===== src/rtl/core/sliding_correlation_symbol_sync_macros.svh =====
// ----------------------------------------------------------------------------
// Assertion macros for the sliding correlation symbol sync
// Implication and next-cycle checks, removable with ASSERT_OFF.
// ----------------------------------------------------------------------------
`ifndef SLIDING_CORRELATION_SYMBOL_SYNC_MACROS_SVH
`define SLIDING_CORRELATION_SYMBOL_SYNC_MACROS_SVH
`ifndef ASSERT_OFF
`define SCSS_ASSERT_IMP(label, clk, rstn, ante, cons) \
  label: assert property (@(posedge clk) disable iff (!rstn) (ante) |-> (cons)) \
    else $error("scss assertion failed");
`define SCSS_ASSERT_NXT(label, clk, rstn, ante, cons) \
  label: assert property (@(posedge clk) disable iff (!rstn) (ante) |=> (cons)) \
    else $error("scss assertion failed");
`else
`define SCSS_ASSERT_IMP(label, clk, rstn, ante, cons)
`define SCSS_ASSERT_NXT(label, clk, rstn, ante, cons)
`endif
`endif


===== src/rtl/core/scss_pkg.sv =====
// ----------------------------------------------------------------------------
// scss_pkg
// Sizes, codes and types shared by the symbol sync correlator.
// ----------------------------------------------------------------------------
package scss_pkg;
  localparam int WINDOW   = 1024;
  localparam int WIN_AW   = $clog2(WINDOW);
  localparam int FILL_W   = $clog2(WINDOW + 1);
  localparam int SAMPLE_W = 16;
  localparam int REF_AW   = 10;
  localparam int EN_W     = 41;
  localparam int ACC_W    = 42;
  localparam int MAG_W    = 41;
  localparam int MA_W     = 49;
  localparam int MB_W     = 41;
  localparam int PROD_W   = MA_W + MB_W;
  localparam int MCNT_W   = $clog2(MB_W);
  localparam int CFG_W    = 41;
  localparam int CFG_AW   = 2;
  localparam int THR_W    = 8;
  localparam int HIT_W    = 8;

  localparam logic [EN_W-1:0]  REF_ENERGY_RST = EN_W'(8295674);
  localparam logic [THR_W-1:0] THR_RST        = THR_W'(154);
  localparam logic [HIT_W-1:0] HIT_LIMIT_RST  = HIT_W'(8);
  localparam logic [HIT_W-1:0] HIT_MAX        = '1;

  localparam logic OP_SAMPLE = 1'b0;
  localparam logic OP_LOAD   = 1'b1;

  typedef enum logic [CFG_AW-1:0] {
    CFG_REF_ENERGY = 2'd0,
    CFG_THR        = 2'd1,
    CFG_HIT_LIMIT  = 2'd2
  } cfg_idx_e;

  typedef enum logic [2:0] {
    S_IDLE,
    S_ENERGY,
    S_CORR,
    S_DRAIN,
    S_SQ_WAIT,
    S_RHS_GO,
    S_RHS_WAIT,
    S_FIN
  } state_e;
endpackage


===== src/rtl/core/scss_mul.sv =====
// ----------------------------------------------------------------------------
// scss_mul
// Unsigned shift-and-add multiplier, one multiplier bit per cycle.
// ----------------------------------------------------------------------------
module scss_mul (
  input  logic                          clk_i,
  input  logic                          rst_ni,
  input  logic                          start_i,
  input  logic [scss_pkg::MA_W-1:0]     a_i,
  input  logic [scss_pkg::MB_W-1:0]     b_i,
  output logic                          done_o,
  output logic [scss_pkg::PROD_W-1:0]   p_o
);
  import scss_pkg::*;

  logic              busy_q, done_q;
  logic [MCNT_W-1:0] cnt_q;
  logic [PROD_W-1:0] acc_q, a_q;
  logic [MB_W-1:0]   b_q;

  always_ff @(posedge clk_i or negedge rst_ni) begin
    if (!rst_ni) begin
      busy_q <= 1'b0;
      done_q <= 1'b0;
      cnt_q  <= '0;
    end else begin
      done_q <= 1'b0;
      if (start_i) begin
        busy_q <= 1'b1;
        cnt_q  <= '0;
      end else if (busy_q) begin
        cnt_q <= cnt_q + MCNT_W'(1);
        if (cnt_q == MCNT_W'(MB_W - 1)) begin
          busy_q <= 1'b0;
          done_q <= 1'b1;
        end
      end
    end
  end

  always_ff @(posedge clk_i) begin
    if (start_i) begin
      acc_q <= '0;
      a_q   <= PROD_W'(a_i);
      b_q   <= b_i;
    end else if (busy_q) begin
      if (b_q[0]) begin
        acc_q <= acc_q + a_q;
      end
      a_q <= a_q << 1;
      b_q <= b_q >> 1;
    end
  end

  assign done_o = done_q;
  assign p_o    = acc_q;
endmodule


===== config.mk =====
export PLATFORM = sky130hd
export DESIGN_NAME = scss_mul
export DESIGN_NICKNAME = d
export VERILOG_FILES = /design/src/rtl/core/sliding_correlation_symbol_sync_macros.svh /design/src/rtl/core/scss_pkg.sv /design/src/rtl/core/scss_mul.sv
export SDC_FILE = /design/constraint.sdc
export NUM_CORES = 1
export LEC_CHECK = 0
export BUFFER_PORTS_ARGS = -buffer_cell sky130_fd_sc_hd__buf_4
export CAP_MARGIN = 20
export CORE_MARGIN = 1.5
export CORE_UTILIZATION = 46
export DETAILED_ROUTE_END_ITERATION = 6
export GPL_ROUTABILITY_DRIVEN = 0
export HOLD_SLACK_MARGIN = 0.12
export PLACE_DENSITY = 0.76
export SLEW_MARGIN = 40
export SYNTH_ARGS = -nofsm -noshare
export SYNTH_HDL_FRONTEND = slang
export SYNTH_SLANG_ARGS = --single-unit

===== constraint.sdc =====
create_clock -name clk_i -period 9.2 [get_ports clk_i]
set_input_delay 0.46 -clock clk_i [delete_from_list [all_inputs] [get_ports clk_i]]
set_output_delay 0.46 -clock clk_i [all_outputs]
set_load 0.01 [all_outputs]

==> results.json <==
{
  "critPathMaxFanout": 7,
  "wl_per_cell_um": 18.3,
  "synth_edf_count": 90,
  "power_frac_comb_pct": 30.2,
  "clockRootBuffer": "clkbuf_16",
  "track_usage_pct": 23.4,
  "ys_async_sr_fraction_pct": 3.49,
  "fin_tns_setup_ns": 0,
  "cp.required_ns": 9.63,
  "syn2layout_area_growth_pct": 17.6,
  "dp_cells": 2110,
  "synth_nets": 1790,
  "finalCriticalPeriod_ns": 3.88,
  "endpoint_kind": "flop",
  "hold_path_class": "in2reg",
  "synth_area_leaders": "edfxtp_1 19%, dfxtp_1 18%, ha_1 7.9%",
  "switchingPower_uw": 1110,
  "syn_area_sq_um": 14300,
  "seq_power_share_pct": 37.3,
  "grt_pass1_vias": 12400,
  "internal-power_uw": 2220,
  "io_pins": 184,
  "placed_cell_area_sq_um": 15900,
  "die_h_um": 179,
  "netSwitchingFraction_pct": 33.4,
  "first_iter_violations": 1171,
  "cp-start-kind": "flop",
  "ctsLongestPathBuffers": 3,
  "yosys_warnings": 0,
  "die_area_sq_um": 32200,
  "vias": 12900,
  "synth_adder_area_share_pct": 8.09,
  "leakagePower_uw": 0.00717,
  "grt_overflow_total": 0,
  "rsz0062_at_grt": "false",
  "ys_seq_area_share_pct": 38.6,
  "initial_utilization_pct": 46.8,
  "grt_pass1_wl_mm": 63.2,
  "setup_viol": 0,
  "maxSlewHeadroom_pct": 45.8,
  "worstPathArrival_ns": 4.31,
  "wl_mm": 39.5,
  "fin_cells": 2162,
  "antenna_found_initial": 0,
  "final_antenna_net_count": 0,
  "diodes": 0,
  "pwr-share-clk_pct": 32.4,
  "max_freq_mhz": 258,
  "r2r_setup_slack_ns": 5.32,
  "placementRows": 64,
  "final_layout_size_suffix_gt1_share_pct": 20.3,
  "fp.dieW_um": 179,
  "yosys.area_share.simple_pct": 15.4,
  "ys_types": 79,
  "coreArea_sq_um": 30600,
  "crit_type": "reg2reg",
  "dp_hpwl_mm": 28.9,
  "max-vdd-ir-drop_uv": 139,
  "postLayoutCellArea_sq_um": 16800,
  "clkLatencyLatePin_ns": 0.54,
  "fillers": 2800,
  "grt_max_degree": 100,
  "p_per_area_nw_per_um2": 198,
  "synthMuxAreaShare_pct": 9.99,
  "nets": 1930,
  "cts_setup_buffers": 0,
  "viasPerCell": 5.95,
  "cts_num_sinks": 229,
  "maxCapViolations": 0,
  "htree_levels": 1,
  "post-route-period-util_pct": 42.1,
  "portBuffers": 183,
  "synth_flop_cell": "dfxtp_1",
  "drc": 0,
  "tightest_slew_ns": 0.814,
  "cts_made_buffers": 27,
  "syn_avg_cell_area_sq_um": 8.92,
  "synth-xor-area-share_pct": 4.28,
  "path_clk_slew_ns": 0.06,
  "ys_ff_latch": 229,
  "hold_violations": 0,
  "tritoncts": "done",
  "slew_viol_final": 0,
  "status": "complete, no violations",
  "drt_first_pass_iters": 6,
  "yosys.area.top_type": "edfxtp_1",
  "synth_compound_area_share_pct": 20.0,
  "synth_top_area_share_pct": 18.9,
  "finalClockSkew_ns": 0.0100,
  "syn_inst": 1605,
  "synth_top_family_by_area": "compound AO/OA/AOI/OAI gates"
}
[area by class of cell]
class | count | area, sq um | area share [%]
Sequential cell | 229 | 5530 | 32.8
Tap cell | 396 | 495 | 2.94
Inverter | 42 | 159 | 0.943
Clock buffer | 32 | 714 | 4.24
Timing Repair Buffer | 193 | 1480 | 8.80
Multi-Input combinational cell | 1252 | 8290 | 49.2
Clock inverter | 18 | 181 | 1.08
[worst paths after layout]
check / cells past startpoint / endpoint / startpoint
worst max-delay path: 13 / p_o[86] / p_o[0]
worst min-delay path: 3 / a_q[2] / a_i[2]
worst max register to register: 13 / p_o[86] / p_o[0]
worst min register to register: 2 / p_o[28] / p_o[28]
max in group asynchronous: 2 / busy_q / rst_ni
min in group asynchronous: 2 / cnt_q[2] / rst_ni
[cells in the mapped netlist, types with 14 or more instances]
| master | count |
|---|---|
| ha_1 | 91 |
| dfxtp_1 | 131 |
| a211oi_1 | 15 |
| mux2i_1 | 44 |
| nand4_1 | 44 |
| xor2_1 | 29 |
| mux2_2 | 88 |
| nand3_1 | 15 |
| o21bai_1 | 31 |
| xnor2_1 | 41 |
| o211ai_1 | 14 |
| nor2_1 | 144 |
| nor3_1 | 20 |
| inv_1 | 42 |
| a21oi_1 | 188 |
| nand2_1 | 206 |
| clkbuf_1 | 62 |
| edfxtp_1 | 90 |
| o21ai_0 | 104 |
| a21o_1 | 25 |
[cells by family (layout without fill, tap and decap cells)]
logic type | after synthesis | in the layout
buf+inv | 124 | 285
mux | 132 | 132
compound gates | 464 | 464
simple gates | 494 | 494
flops | 229 | 229
fa+ha+maj | 92 | 92
xor+xnor | 70 | 70
[placed cells by master (no fill, tap or decap), types with 27 or more instances in the layout]
| cell | n |
|---|---|
| a21oi_1 | 188 |
| buf_4 | 188 |
| clkbuf_16 | 27 |
| dfxtp_1 | 131 |
| edfxtp_1 | 90 |
| ha_1 | 91 |
| inv_1 | 41 |
| mux2_2 | 88 |
| mux2i_1 | 44 |
| nand2_1 | 205 |
| nand4_1 | 44 |
| nor2_1 | 143 |
| o21ai_0 | 104 |
| o21bai_1 | 31 |
| xnor2_1 | 41 |
| xor2_1 | 29 |
[worst max-delay path: stages (launching register included)]
cell and delay [ns]:
dfxtp_1 0.35, ha_1 0.23, inv_1 0.07, fa_1 0.40
nand2b_1 0.20, a21oi_1 0.23, o21ai_2 0.10, a211oi_2 0.42
o21ai_2 0.16, a2111oi_4 0.51, o21ai_2 0.22, a2111oi_1 0.46
o21ai_0 0.14, a32o_1 0.27
[power groups by stage]
| stage | Sequential, uW | Combinational (uW) | Clock, uW |
|---|---|---|---|
| floorplan | 1260 | 669 | 0 |
| global placement | 1260 | 966 | 0 |
| detailed placement | 1260 | 976 | 0 |
| CTS | 1240 | 986 | 1100 |
| global route | 1250 | 1100 | 1140 |
| finish | 1240 | 1010 | 1080 |
[flip-flops by register name, summed over array words and instances, names as in the netlist]
register  flops
done_o        1
busy_q        1
p_o          90
cnt_q         6
b_q          41
a_q          90
[metrics by stage]
step           setup WS [ns]  total power (uW)  hold slack, ns  utilization [%]
2_1_floorplan           5.59              1930           0.164                -
3_3_place_gp            5.56              2220           0.282             52.0
3_5_place_dp            5.41              2240           0.285             52.0
4_1_cts                 5.34              3330           0.181             55.0
5_1_grt                 5.03              3490           0.197             55.1
6_report                5.32              3330           0.192             55.1
[layer usage]
layer / routed length (um) / GRT usage [%]
met1: 17000 / 30.9
met2: 18000 / 38.0
met3: 2870 / 3.73
met4: 1690 / 10.1
met5: 0 / 0
[timing repair]
| action | in CTS | in global routing |
|---|---|---|
| hold endpoints to repair | 8 | 0 |
| gates resized for setup | 0 | 0 |
| hold buffers | 1 | 0 |
(Power assumes the default switching activity.)
