**config.mk**
```make
export PLATFORM = sky130hd
export DESIGN_NAME = scss_cell
export DESIGN_NICKNAME = d
export VERILOG_FILES = /design/src/rtl/core/sliding_correlation_symbol_sync_macros.svh /design/src/rtl/core/scss_pkg.sv /design/src/rtl/core/scss_cell.sv
export SDC_FILE = /design/constraint.sdc
export NUM_CORES = 1
export LEC_CHECK = 0
export BUFFER_PORTS_ARGS = -buffer_cell sky130_fd_sc_hd__buf_2
export CAP_MARGIN = 25
export CORE_AREA = 2 2 39 41
export CTS_CLUSTER_SIZE = 28
export DETAILED_ROUTE_END_ITERATION = 8
export DIE_AREA = 0 0 41 43
export PLACE_DENSITY = 0.72
export RECOVER_POWER = 50
export SLEW_MARGIN = 20
export SYNTH_ARGS = -nofsm -noshare
export SYNTH_HDL_FRONTEND = slang
export SYNTH_SLANG_ARGS = --single-unit
```
**constraint.sdc**
```tcl
create_clock -name clk_i -period 0.8 [get_ports clk_i]
set_input_delay 0.24 -clock clk_i [delete_from_list [all_inputs] [get_ports clk_i]]
set_output_delay 0.24 -clock clk_i [all_outputs]
set_load 0.005 [all_outputs]
```
**src/rtl/core/sliding_correlation_symbol_sync_macros.svh**
```systemverilog
// ----------------------------------------------------------------------------
// Assertion macros for the sliding correlation symbol sync
// Implication and next-cycle checks, removable with ASSERT_OFF.
// ----------------------------------------------------------------------------
`ifndef SLIDING_CORRELATION_SYMBOL_SYNC_MACROS_SVH
`define SLIDING_CORRELATION_SYMBOL_SYNC_MACROS_SVH
`ifndef ASSERT_OFF
`define SCSS_ASSERT_IMP(label, clk, rstn, ante, cons) \
  label: assert property (@(posedge clk) disable iff (!rstn) (ante) |-> (cons)) \
    else $error("scss assertion failed");
`define SCSS_ASSERT_NXT(label, clk, rstn, ante, cons) \
  label: assert property (@(posedge clk) disable iff (!rstn) (ante) |=> (cons)) \
    else $error("scss assertion failed");
`else
`define SCSS_ASSERT_IMP(label, clk, rstn, ante, cons)
`define SCSS_ASSERT_NXT(label, clk, rstn, ante, cons)
`endif
`endif

```
**src/rtl/core/scss_pkg.sv**
```systemverilog
// ----------------------------------------------------------------------------
// scss_pkg
// Sizes, codes and types shared by the symbol sync correlator.
// ----------------------------------------------------------------------------
package scss_pkg;
  localparam int WINDOW   = 1024;
  localparam int WIN_AW   = $clog2(WINDOW);
  localparam int FILL_W   = $clog2(WINDOW + 1);
  localparam int SAMPLE_W = 16;
  localparam int REF_AW   = 10;
  localparam int EN_W     = 41;
  localparam int ACC_W    = 42;
  localparam int MAG_W    = 41;
  localparam int MA_W     = 49;
  localparam int MB_W     = 41;
  localparam int PROD_W   = MA_W + MB_W;
  localparam int MCNT_W   = $clog2(MB_W);
  localparam int CFG_W    = 41;
  localparam int CFG_AW   = 2;
  localparam int THR_W    = 8;
  localparam int HIT_W    = 8;

  localparam logic [EN_W-1:0]  REF_ENERGY_RST = EN_W'(8295674);
  localparam logic [THR_W-1:0] THR_RST        = THR_W'(154);
  localparam logic [HIT_W-1:0] HIT_LIMIT_RST  = HIT_W'(8);
  localparam logic [HIT_W-1:0] HIT_MAX        = '1;

  localparam logic OP_SAMPLE = 1'b0;
  localparam logic OP_LOAD   = 1'b1;

  typedef enum logic [CFG_AW-1:0] {
    CFG_REF_ENERGY = 2'd0,
    CFG_THR        = 2'd1,
    CFG_HIT_LIMIT  = 2'd2
  } cfg_idx_e;

  typedef enum logic [2:0] {
    S_IDLE,
    S_ENERGY,
    S_CORR,
    S_DRAIN,
    S_SQ_WAIT,
    S_RHS_GO,
    S_RHS_WAIT,
    S_FIN
  } state_e;
endpackage

```
**src/rtl/core/scss_cell.sv**
```systemverilog
// ----------------------------------------------------------------------------
// scss_cell
// One window sample; loads from its neighbor when the ring moves.
// ----------------------------------------------------------------------------
module scss_cell (
  input  logic                                  clk_i,
  input  logic                                  en_i,
  input  logic signed [scss_pkg::SAMPLE_W-1:0]  d_i,
  output logic signed [scss_pkg::SAMPLE_W-1:0]  q_o
);
  import scss_pkg::*;

  logic signed [SAMPLE_W-1:0] smp_q;

  always_ff @(posedge clk_i) begin
    if (en_i) begin
      smp_q <= d_i;
    end
  end

  assign q_o = smp_q;
endmodule

```
==> impl_metrics.py, run 1 <==
metrics = {
    "place": {
        "finalWeightedCongestion": 0.599,
        "io_buffers": 33,
        "place_area_um2": 686,
        "dpl_worst_slack_ns": 0.0145,
    },
    "clocking": {
        "cts_root_buf": "clkbuf_4",
        "clkSinkCount": 16,
        "cts_buffers": 3,
        "clock_path_buffers": 2,
        "path_clk_slew_ns": 0.08,
        "cts_resized": 0,
        "htree_levels": 1,
        "cts_tree": "yes",
        "postCtsSetupBuffers": 0,
        "hold_buffers": 0,
    },
    "logic_synthesis": {
        "syn-num-nets": 34,
        "yosysTopAreaCellShare_pct": 100,
        "ys_ff_latch": 16,
        "synth_top_cell_by_area": "edfxtp_1",
        "synthDistinctLibCells": 1,
        "ys_seq_area_share_pct": 100,
        "synth_area_um2": 480,
        "synthTopCellsByArea": "edfxtp_1 (100%)",
        "yosys_warnings": 0,
        "avgSynthCellArea_um2": 30.0,
        "syn_inst": 16,
    },
    "layout": {
        "final_nets": 73,
        "multi_input_area_um2": 0,
        "area_growth_pct": 48.2,
        "num_antenna_cells": 0,
        "final_cell_mix": "buf_2 (33), edfxtp_1 (16), clkbuf_4 (3), clkinv_1 (1), buf_12 (1)",
        "final_common_cell": "buf_2",
        "final_area_um2": 712,
        "post-route-util_pct": 51.4,
        "multi_input_cells": 0,
        "drive_gt1_share_pct": 68.5,
        "largest_reg_flops": 16,
        "fillers": 123,
    },
    "die": {
        "rows": 14,
        "coreArea_mm2": 0.00138,
        "die_h_um": 43,
        "die-area_mm2": 0.00176,
        "initial_utilization_pct": 34.7,
        "dieWidth_um": 41,
        "io_pins": 34,
    },
    "grt": {
        "overflow": 0,
        "grt_pass1_wl_um": 945,
        "first_global_vias": 244,
        "track_usage_pct": 9.26,
        "grt_max_degree": 17,
        "antenna_found_initial": 0,
    },
    "detailed_routing": {
        "drt_iter0_markers": 0,
        "drt_wl_total_um": 694,
        "drc": 0,
        "num_vias": 295,
        "wl_per_cell_um": 9.91,
        "routed_via_density": 4.21,
        "postRouteAntennaNets": 0,
        "firstDrtPassIters": 1,
    },
    "timing": {
        "hold_viol": 0,
        "fin_ws_ns": -0.225,
        "drv_slew": 0,
        "rsz0062_at_grt": "true",
        "max_slew_margin_pct": 94.2,
        "whs_ns": 0.136,
        "tightest_slew_ns": 0.0868,
        "period_share_pct": 128,
        "fmax_mhz": 976,
        "setup_viol": 16,
        "period_needed_ns": 1.02,
    },
    "setup_path": {
        "crit_path_end_kind": "primary output",
        "critPathTopFamily": "flip-flops",
        "startpoint_type": "flip-flop",
        "path_class": "reg -> out",
        "crit_chain": "buf_2",
        "max_stage_delay_ns": 0.38,
        "cpMaxStageDelayCell": "edfxtp_1",
        "crit_fanout": 1,
        "critPathRequiredTime_ns": 0.56,
        "cp_num_buf_inv": 1,
        "crit_path_start": "q_o[13]",
        "cp.arrival_ns": 0.78,
    },
    "worst_hold_path": {
        "hp-class": "in -> reg",
        "hold_start": "d_i[13]",
    },
    "power": {
        "powerDensity_mw_per_mm2": 2160,
        "vdd_drop_max_v": 0.00118,
        "p_leak_nw": 0.311,
    },
    "job": {
        "maxCapViolCount": 0,
    },
    "status": {
        "outcome": "finished with violations",
        "violations": "negative setup slack",
    },
}
cells in the mapped netlist:
| cell type | n |
|---|---|
| edfxtp_1 | 16 |
kinds of logic after synthesis:
kind of cell	share of synthesized area, %
flip-flops	100
cell type report:
cell class | instances | area, um^2 | share of cell area [%]
Sequential cell | 16 | 480 | 67.5
Clock inverter | 1 | 3.75 | 0.527
Tap cell | 16 | 20.0 | 2.81
Clock buffer | 3 | 22.5 | 3.16
Timing Repair Buffer | 34 | 185 | 26.0
final timing paths:
| path | end | cells past startpoint |
|---|---|---|
| hold / removal | q_o[13] | 1 |
| setup / recovery | q_o[13] | 1 |
per-layer routing:
layer  global-route usage (%)  part of all wire, %  up-vias
met5                        0                    0        -
met4                     10.0                  3.6        0
met3                     5.24                   17        4
met2                     12.2                   45       23
met1                     9.06                   34      126
li1                         -                    -      142
stage by stage:
stage	cells	power [mW]	setup TNS, ns
after floorplan	16	1.04	0
after global placement	66	1.16	0
after detailed placement	66	1.16	0
after CTS	70	1.56	-3.43
after global routing	70	1.62	-4.03
final	70	1.54	-3.24
report_power, final:
| part | internal [mW] | switching [mW] |
|---|---|---|
| clock | 0.180 | 0.219 |
| sequential | 0.994 | 0.0124 |
| combinational | 0.0783 | 0.0543 |
Power figures use the tool's default switching activity.
==> run 2: changes to the inputs <==
PLACE_DENSITY = 0.82   (was 0.72)
TNS_END_PERCENT = 20   (was default)
==> run 2 against run 1 <==
Largest cell class unchanged. Combinational power barely moved. First-iteration DRC count did not move. Setup slack got worse by 0.0019 ns. Critical endpoint is now q_o[0]. The run still ends with negative setup slack left.
==> impl_metrics.py, run 2 (synthesis gave the netlist of run 1 again) <==
metrics = {
    "die": {
        "die_h_um": 43,
        "coreArea_mm2": 0.00138,
        "dieWidth_um": 41,
        "initial_utilization_pct": 34.7,
        "rows": 14,
        "die-area_mm2": 0.00176,
        "io_pins": 34,
    },
    "clocking": {
        "cts_tree": "yes",
        "htree_levels": 1,
        "clock_path_buffers": 2,
        "cts_resized": 0,
        "hold_buffers": 0,
        "cts_root_buf": "clkbuf_4",
        "cts_buffers": 3,
        "clkSinkCount": 16,
        "path_clk_slew_ns": 0.09,
    },
    "detailed_routing": {
        "num_vias": 283,
        "postRouteAntennaNets": 0,
        "drt_iter0_markers": 0,
        "routed_via_density": 4.04,
        "drc": 0,
        "drt_wl_total_um": 753,
        "firstDrtPassIters": 1,
        "wl_per_cell_um": 10.8,
    },
    "setup_path": {
        "max_stage_delay_ns": 0.37,
        "critPathTopFamily": "flip-flops",
        "cp_num_buf_inv": 1,
        "startpoint_type": "flip-flop",
        "crit_fanout": 1,
        "crit_path_end_kind": "primary output",
        "cp.arrival_ns": 0.79,
        "cpMaxStageDelayCell": "edfxtp_1",
        "crit_chain": "buf_2",
        "path_class": "reg -> out",
        "critPathRequiredTime_ns": 0.56,
    },
    "timing": {
        "period_share_pct": 128,
        "drv_slew": 0,
        "tightest_slew_ns": 0.0922,
        "fin_ws_ns": -0.226,
        "period_needed_ns": 1.03,
        "rsz0062_at_grt": "true",
        "fmax_mhz": 974,
        "setup_viol": 16,
        "max_slew_margin_pct": 93.9,
        "hold_viol": 0,
    },
    "grt": {
        "first_global_vias": 259,
        "grt_pass1_wl_um": 1080,
        "antenna_found_initial": 0,
        "grt_max_degree": 17,
        "track_usage_pct": 10.2,
        "overflow": 0,
    },
    "layout": {
        "final_nets": 73,
        "fillers": 124,
        "multi_input_area_um2": 0,
        "final_area_um2": 712,
        "largest_reg_flops": 16,
        "num_antenna_cells": 0,
        "register_area_um2": 480,
        "drive_gt1_share_pct": 68.5,
        "final_cell_mix": "buf_2 (33), edfxtp_1 (16), clkbuf_4 (3), clkinv_1 (1), buf_12 (1)",
        "multi_input_cells": 0,
        "final_common_cell": "buf_2",
        "area_growth_pct": 48.2,
        "post-route-util_pct": 51.4,
    },
    "place": {
        "dpl_worst_slack_ns": 0.00784,
        "finalWeightedCongestion": 0.556,
        "place_area_um2": 686,
        "io_buffers": 33,
    },
    "worst_hold_path": {
        "hold_start": "d_i[11]",
        "hp-class": "in -> reg",
        "hold_depth": 1,
        "hold_end": "q_o[11]",
    },
    "power": {
        "powerDensity_mw_per_mm2": 2190,
        "vdd_drop_max_v": 0.00107,
        "p_leak_nw": 0.311,
    },
    "status": {
        "violations": "negative setup slack",
        "outcome": "finished with violations",
    },
    "job": {
        "maxCapViolCount": 0,
    },
}
## run 2: cell counts in the layout (fill, tap and decap cells not counted)
No cell type changed its count.
## run 2: how the worst max path moves through the flow
stage / from / cells past startpoint / end
finish: q_o[0] / 1 / q_o[0]
global route: q_o[9] / 1 / q_o[9]
CTS: q_o[0] / 1 / q_o[0]
detailed placement: en_i / 2 / q_o[4]
global placement: en_i / 2 / q_o[4]
floorplan: q_o[0] / 0 / q_o[0]
## run 2: per-stage QoR
step,cells,TNS (ns),power (mW),hold slack (ns)
floorplan,16,0,1.04,0.339
global placement,66,0,1.16,0.416
detailed placement,66,0,1.16,0.418
CTS,70,-3.72,1.59,0.111
global route,70,-4.29,1.65,0.102
finish,70,-3.38,1.56,0.127
## run 2: layout make-up
class / count / share of cell area (%)
flip-flops and latches: 16 / 67.5
well taps: 16 / 2.81
clock buffers: 3 / 3.16
repair buffers: 34 / 26.0
clock inverters: 1 / 0.527
## run 2: per-layer routing
| layer | share of wire (%) | track usage [%] | wire [um] |
|---|---|---|---|
| met1 | 35 | 11.6 | 262 |
| met2 | 54 | 14.1 | 405 |
| met3 | 11 | 3.14 | 85 |
| met4 | 0 | 10.0 | 0 |
| met5 | 0 | 0 | 0 |
## run 2: power by group
part | total [mW] | switching (mW) | internal (mW)
clock | 0.421 | 0.240 | 0.181
sequential | 1.01 | 0.0124 | 0.994
combinational | 0.133 | 0.0549 | 0.0782
total | 1.56 | 0.307 | 1.25
## run 2: repair_timing
item,in CTS,in global routing
setup endpoints to repair,16,16
cloned,0,0
buffers inserted,0,0
